### src/rtl/bcc_pkg.sv
// Shared types, constants and register codes for the button click classifier.
package bcc_pkg;

  localparam int unsigned BUTTON_BITS = 16;
  localparam int unsigned MASK_W      = 16;
  localparam int unsigned TIME_W      = 32;
  localparam int unsigned CFG_W       = 16;
  localparam int unsigned CFG_IDX_W   = 2;

  // Only the low BUTTON_BITS bits of a poll take part.
  localparam logic [MASK_W-1:0] POLL_MASK =
    (BUTTON_BITS >= MASK_W) ? {MASK_W{1'b1}} :
    MASK_W'((64'd1 << BUTTON_BITS) - 64'd1);

  localparam logic [CFG_W-1:0] DEBOUNCE_RST     = CFG_W'(30);
  localparam logic [CFG_W-1:0] LONG_PRESS_RST   = CFG_W'(3000);
  localparam logic [CFG_W-1:0] DOUBLE_CLICK_RST = CFG_W'(150);

  typedef logic [MASK_W-1:0] mask_t;
  typedef logic [TIME_W-1:0] time_t;

  typedef enum logic [CFG_IDX_W-1:0] {
    REG_DEBOUNCE     = 2'd0,
    REG_LONG_PRESS   = 2'd1,
    REG_DOUBLE_CLICK = 2'd2
  } reg_idx_t;

  typedef enum logic [1:0] {
    CLICK_SINGLE = 2'd0,
    CLICK_DOUBLE = 2'd1,
    CLICK_LONG   = 2'd2
  } click_t;

  typedef struct packed {
    logic [CFG_W-1:0] debounce_ms;
    logic [CFG_W-1:0] long_press_ms;
    logic [CFG_W-1:0] double_click_ms;
  } cfg_t;

  typedef struct packed {
    mask_t      stable_mask;
    mask_t      recorded_mask;
    time_t      reference_time;
    logic [1:0] click_count;
    logic       long_flag;
  } state_t;

  typedef struct packed {
    logic   report;
    mask_t  event_buttons;
    click_t click_type;
  } result_t;

endpackage

### src/rtl/bcc_step.sv
// Per-poll debounce, press tracking and click classification logic.
module bcc_step import bcc_pkg::*; (
  input  cfg_t    cfg,
  input  state_t  st,
  input  mask_t   button_mask,
  input  time_t   now_ms,
  output state_t  st_nxt,
  output result_t res
);

  mask_t      mask;
  time_t      elapsed;
  time_t      quiet;
  logic       changed;
  logic [1:0] cnt_inc;
  state_t     mid;

  assign mask    = button_mask & POLL_MASK;
  assign elapsed = now_ms - st.reference_time;
  assign changed = (mask != st.stable_mask) &&
                   (TIME_W'(cfg.debounce_ms) < elapsed);
  assign cnt_inc = (st.click_count == 2'd3) ? 2'd3 : st.click_count + 2'd1;

  always_comb begin
    mid = st;
    if (changed) begin
      if (mask > st.stable_mask) begin
        mid.reference_time = now_ms;
        mid.stable_mask    = mask;
        mid.recorded_mask  = mask;
      end else if (mask == '0) begin
        // Release: count the click and judge the hold length.
        mid.click_count = cnt_inc;
        mid.stable_mask = '0;
        if (TIME_W'(cfg.long_press_ms) <= elapsed) begin
          mid.long_flag      = 1'b1;
          mid.reference_time = '0;
        end else begin
          mid.long_flag      = 1'b0;
          mid.reference_time = (cnt_inc > 2'd1) ? '0 : now_ms;
        end
      end else begin
        mid.reference_time = now_ms;
      end
    end
  end

  assign quiet = now_ms - mid.reference_time;

  always_comb begin
    st_nxt            = mid;
    res.report        = (TIME_W'(cfg.double_click_ms) < quiet) && (mid.click_count != 2'd0);
    res.event_buttons = mid.recorded_mask;
    if (mid.long_flag) begin
      res.click_type = CLICK_LONG;
    end else if (mid.click_count == 2'd2) begin
      res.click_type = CLICK_DOUBLE;
    end else begin
      res.click_type = CLICK_SINGLE;
    end
    if (res.report) begin
      st_nxt.click_count    = 2'd0;
      st_nxt.recorded_mask  = '0;
      st_nxt.reference_time = now_ms;
    end
  end

endmodule

### config.mk
export PLATFORM = sky130hd
export DESIGN_NAME = bcc_step
export DESIGN_NICKNAME = d
export VERILOG_FILES = /design/src/rtl/bcc_pkg.sv /design/src/rtl/bcc_step.sv
export SDC_FILE = /design/constraint.sdc
export NUM_CORES = 1
export LEC_CHECK = 0
export BUFFER_PORTS_ARGS = -buffer_cell sky130_fd_sc_hd__buf_4
export CORE_ASPECT_RATIO = 0.7
export CORE_MARGIN = 2
export CORE_UTILIZATION = 40
export DETAILED_ROUTE_END_ITERATION = 10
export PLACE_DENSITY_LB_ADDON = 0.2
export SLEW_MARGIN = 20
export SYNTH_ARGS = -nofsm -noshare
export SYNTH_HDL_FRONTEND = slang
export SYNTH_SLANG_ARGS = --single-unit
### constraint.sdc
create_clock -name vclk -period 13.9
set_input_delay 0.695 -clock vclk [all_inputs]
set_output_delay 0.695 -clock vclk [all_outputs]
set_load 0.02 [all_outputs]
== After elaboration in Yosys (flattened, before gate mapping) ==
Index checks and enable logic that the tools add are counted.
Storage, ports and cells
  logic and storage cells: 30
  register bits after elaboration: 0
  output and inout port bits: 86
  input bits: 163
Operators by class
  order comparisons: 5
  equality and inequality tests: 3
  mux-type cells: 15
  add/subtract/negate cells: 3
  reductions and logical operators: 4
Operators with widths (count)
  $mux 32: 4
  $mux 67: 1
  $lt 16x32->1: 2
  $sub 32x32->32: 2
  $mux 50: 1
  $mux 16: 3
  $le 16x32->1: 1
  $gt 16x16->1: 1
  $logic_not 16->1: 1
  $ne 16x16->1: 1
  $mux 3: 2
  $eq 2x2->1 const B: 2
  $mux 2: 2
  $add 2x1->2 const B: 1
  $gt 2x1->1 const B: 1
  $logic_and 1x1->1: 2
  $mux 1: 2
  $reduce_bool 2->1: 1

== Longest topological paths before layout ==
Gate-level depths: netlist of run 1.
  word-level depth: 12
  depth in mapped cells: 52
  mapped depth without buffers: 49

== Worst setup path before layout of run 1 ==
Ideal clock, no wire load.
  kind: input to output
  from: input now_ms[0]
  to: output st_nxt[14] in the netlist's numbering
  cell stages on the path: 48
  data required time: 13.205 ns
  setup slack: 3.239 ns
  buffers on the path: 3
  arrival time: 9.966 ns
  cell sequence: inv_1 ha_1 inv_1 fa_1 a21o_1 a221oi_2 nor2_1 nor2_1 xor2_1 ha_1 o21a_1 o21a_1 o311ai_0 o21ai_0 nand4_1 o21ai_0 nand2_1 o31ai_4 [... 12 more ...] o311ai_0 o221ai_1 o211ai_1 a21oi_1 xnor2_1 ha_1 o21a_1 o22ai_1 a211o_1 a2111oi_0 o21ai_0 a311oi_1 o2111ai_1 a2111oi_4 nand3_2 and2_4 buf_2 o31ai_1
RTL lines
  start, declared: RTL line bcc_step.sv:6  | input time_t now_ms,
  end, declared: RTL line bcc_step.sv:7  | output state_t st_nxt,

==> results of run 1 <==
-- worst paths after layout --
path / cells after the start / end / from / slack, ps
max: 45 / st_nxt[14] / now_ms[0] / 1560
min: 4 / res[10] / st[43] / 1700
-- final cells by class --
| cell class | count | area, sq um | share of cell area [%] |
|---|---|---|---|
| multi-input cells | 923 | 6510 | 71.63 |
| repair buffers | 254 | 1907 | 20.98 |
| inverters | 102 | 382.9 | 4.213 |
| well taps | 231 | 289.0 | 3.180 |
-- cell usage after synthesis (all sizes together) (3+ instances only) --
| cell | instances |
|---|---|
| a211o | 7 |
| o21bai | 9 |
| nor2b | 35 |
| nor3b | 3 |
| o21ai | 66 |
| nor2 | 58 |
| nor4 | 15 |
| or3 | 6 |
| o311ai | 3 |
| and4 | 4 |
| a21o | 27 |
| and3 | 6 |
| a21oi | 92 |
| buf | 8 |
| o221ai | 4 |
| nand2 | 136 |
| a41oi | 3 |
| nand3 | 24 |
| a21boi | 5 |
| o31ai | 14 |
| ha | 116 |
| nor3 | 19 |
| o211ai | 14 |
| a22o | 15 |
| nand2b | 15 |
| o22ai | 4 |
| o21a | 22 |
| a22oi | 30 |
| a31oi | 7 |
| a2111oi | 6 |
| mux2i | 27 |
| a211oi | 10 |
| xor2 | 19 |
| clkbuf | 36 |
| a221oi | 3 |
| inv | 102 |
| nand4 | 22 |
| nor4b | 3 |
| xnor2 | 22 |
| and2 | 6 |
| or2 | 7 |
-- report_power, final --
part / switching (mW) / internal (mW)
logic: 0.260 / 0.189
registers: 0 / 0
clock network: 0 / 0
total: 0.260 / 0.189
-- worst max-delay path: cells and delay by family --
kind,cells,cell delay [ps]
compound gates,26,7050
fa+ha+maj,5,1540
simple gates,8,1500
buf+inv,4,480
xor+xnor,2,320
-- layout by cell type, fill, tap and decap left out, types with 30 or more instances in the layout --
cell type and count:
a21oi_1 92, ha_1 116, inv_1 102, nor2_1 57, buf_4 254, a22oi_1 30, nand2_1 136, nor2b_1 35
o21ai_0 64
-- cells by family (layout without fill, tap and decap cells) --
group           after synthesis  count (layout)  share of synthesized area (%)
compound gates              366             366                          35.58
xor+xnor                     42              42                          5.386
simple gates                366             366                          25.41
fa+ha+maj                   120             120                          21.33
buf+inv                     146             356                          8.158
mux                          29              29                          4.132
-- metrics by stage --
step / utilization (%) / power (mW) / worst slack, ps / hold WS, ps / instances
after floorplan: - / 0.2895 / 3239 / 1558 / 1069
after global placement: 52.64 / 0.4394 / 2008 / 1699 / 1510
after detailed placement: 52.64 / 0.4418 / 1835 / 1697 / 1510
after CTS: 52.64 / 0.4445 / 1759 / 1701 / 1510
after global routing: 52.64 / 0.4945 / 581.1 / 1720 / 1510
final: 52.64 / 0.4496 / 1561 / 1700 / 1510
-- routing by layer --
layer / GRT usage, % / vias up / wire length, um
met3: 3.355 / 27 / 2210
met5: 0 / - / 0
met2: 45.11 / 415 / 11960
met1: 40.86 / 4030 / 12880
li1: - / 4376 / -
met4: 4.071 / 0 / 418
==> results_dict.tcl, run 1 <==
set metrics [dict create \
    clockBufferCount 0 \
    pin_count 249 \
    finalCritPeriodShare_pct 88.77 \
    ant_nets 0 \
    syn_nets 1350 \
    hold_viol_final 0 \
    max_freq_ghz 0.08104 \
    seq_cell_count 0 \
    grt_use_total_pct 28.02 \
    drtIter0Drc 727 \
    critPathMostFrequentCell "o21ai_0" \
    vdd_drop_max_mv 0.02620 \
    end_kind "output port" \
    grt_pass1_wl_um 42940 \
    fin_nets 1562 \
    hpwl_um 23320 \
    max-cap-violations 0 \
    power.density_nw_per_um2 49.47 \
    cts.repair.resized 0 \
    crit_path_start_kind "input port" \
    cp_slowest_stage_delay_ps 560 \
    die_h_um 115.4 \
    grt_pass1_vias 8136 \
    synth_area_sq_um 7086 \
    cp_max_fo 48 \
    relSlewSlack_pct 36.12 \
    area_growth_pct 28.27 \
    postSynthCellCount 1069 \
    stdcell_area_sq_um 9089 \
    arrival_ps 11640 \
    drt_wl_total_um 27480 \
    die_area_sq_um 18810 \
    slew_viol_final 0 \
    seqCellArea_sq_um 0 \
    via_per_inst 5.860 \
    gp_congestion 0.9957 \
    required_ps 13200 \
    outcome "finished, final reports clean" \
    finalCriticalPeriod_ps 12340 \
    post_cts_buffers 0 \
    postSynthAreaPerCell_sq_um 6.628 \
    vias 8848 \
    start_util_pct 41.04 \
    drc 0 \
    hp-class "input port to output port" \
    synth_area_leaders "ha_1 (20%), nand2_1 (7.2%), a21oi_1 (6.5%)" \
    wl_per_cell_um 18.20 \
    finalSetupViolations 0 \
    antenna_found_initial 0 \
    grt-ovfl-total 0 \
    grt_max_degree 49 \
    cts_hold_buf 0 \
    synth.largest_area_cell "ha_1" \
    layout-drive-gt1-share_pct 21.81 \
    fin_setup_tns_ps 0 \
    firstDrtPassIters 5 \
    yosysWarnings 0 \
    dieWidth_um 163.1 \
    n_fill_cell 1785 \
    rsz0062_at_grt "false" \
    ys_types 84 \
    tightest_slew_ps 945.8 \
    synth-seq-area-share_pct 0 \
    place_area_sq_um 9089 \
    cp_slowest_cell "o21ai_0" \
    antennaDiodeCount 0 \
    yosysTopAreaCellShare_pct 20.48 \
    coreArea_sq_um 17270 \
    row_count 40 \
    portBuffers 249 \
    p_leak_nw 4.653 \
    path_class "input port to output port" \
]
Power figures use the tool's default switching activity.
==> run 2: changes to the inputs <==
Settings changed: PLACE_DENSITY set to 0.75, PLACE_DENSITY_LB_ADDON 0.2 to not set.
==> results_dict.tcl, run 2 (same netlist as run 1, synthesis figures left out) <==
set metrics [dict create \
    outcome "finished, final reports clean" \
    finalCriticalPeriod_ps 12300 \
    fin_util_pct 52.64 \
    end_kind "output port" \
    grt_use_total_pct 28.24 \
    finalCritPeriodShare_pct 88.51 \
    hold_viol_final 0 \
    finalSetupViolations 0 \
    pin_count 249 \
    hpwl_um 23450 \
    firstDrtPassIters 5 \
    fin_nets 1561 \
    die_area_sq_um 18810 \
    layout_common_cells "buf_4 (253), nand2_1 (136), ha_1 (116)" \
    mostFrequentLayoutCell "buf_4" \
    row_count 40 \
    path_class "input port to output port" \
    cts.repair.resized 0 \
    p_leak_nw 4.650 \
    critPathMostFrequentCell "o21ai_0" \
    routed-wl-met3_um 2099 \
    portBuffers 249 \
    grt-ovfl-total 0 \
    vdd_drop_max_mv 0.03256 \
    dp_cells 1509 \
    place_area_sq_um 9089 \
    whs_ps 1702 \
    seqCellArea_sq_um 0 \
    vias 8950 \
    slew_viol_final 0 \
    wl_met1_um 12820 \
    power.total_mw 0.4536 \
    drtIter0Drc 759 \
    via_per_inst 5.931 \
    rsz0062_at_grt "false" \
    highest_layer "met4" \
    grt_max_degree 49 \
    max-cap-violations 0 \
    die_h_um 115.4 \
    ant_nets 0 \
    antenna_found_initial 0 \
    cp_slowest_cell "o21ai_0" \
    cts_hold_buf 0 \
    hp-class "input port to output port" \
    worst_slack_ps 1597 \
    power.density_nw_per_um2 49.91 \
    dieWidth_um 163.1 \
    gp_congestion 0.9732 \
    crit_path_start_kind "input port" \
    start_util_pct 41.04 \
    arrival_ps 11610 \
    required_ps 13200 \
    cp_max_fo 48 \
    n_fill_cell 1766 \
    fin_cells 1509 \
    max_freq_ghz 0.08128 \
    cp_slowest_stage_delay_ps 590 \
    coreArea_sq_um 17270 \
    fin_setup_tns_ps 0 \
    relSlewSlack_pct 35.75 \
    clockBufferCount 0 \
    grt_pass1_wl_um 43430 \
    grt_pass1_vias 8439 \
    antennaDiodeCount 0 \
    drc 0 \
    layout-drive-gt1-share_pct 21.83 \
    stdcell_area_sq_um 9089 \
    wl_met2_um 12080 \
    tightest_slew_ps 951.2 \
    wl_per_cell_um 18.22 \
    area_growth_pct 28.27 \
    post_cts_buffers 0 \
    drt_wl_total_um 27500 \
    seq_cell_count 0 \
    dp_slack_ps 1727 \
]
==> run 2: cell count changes in the layout (fill, tap and decap cells not counted), sizes merged <==
cell / change
buf: -1
==> run 2: layout make-up <==
cell class / count / area (sq um) / share of cell area, %
multi-input cells: 923 / 6518 / 71.71
well taps: 231 / 289.0 / 3.180
repair buffers: 253 / 1899 / 20.90
inverters: 102 / 382.9 / 4.213
==> run 2: power breakdown <==
| group | leakage [nW] | switching, mW | internal, mW | total, mW |
|---|---|---|---|---|
| clock network | 0 | 0 | 0 | 0 |
| logic | 4.65 | 0.264 | 0.190 | 0.454 |
| registers | 0 | 0 | 0 | 0 |
==> run 2: final timing paths <==
check | from | to | slack [ps] | cells past startpoint
max | now_ms[0] | st_nxt[18] | 1600 | 50
min | st[40] | res[7] | 1700 | 4
==> run 2: worst max-delay path, delay by kind of cell <==
family          cells  cell delay, ps
xor+xnor            2             370
compound gates     27            6200
buf+inv             6             960
simple gates        9            1510
fa+ha+maj           6            1830
==> run 2: routing by layer <==
metal	vias up	track usage, %
met3	35	3.283
met4	0	5.782
met5	-	0
met2	414	45.73
li1	4391	-
met1	4110	40.43
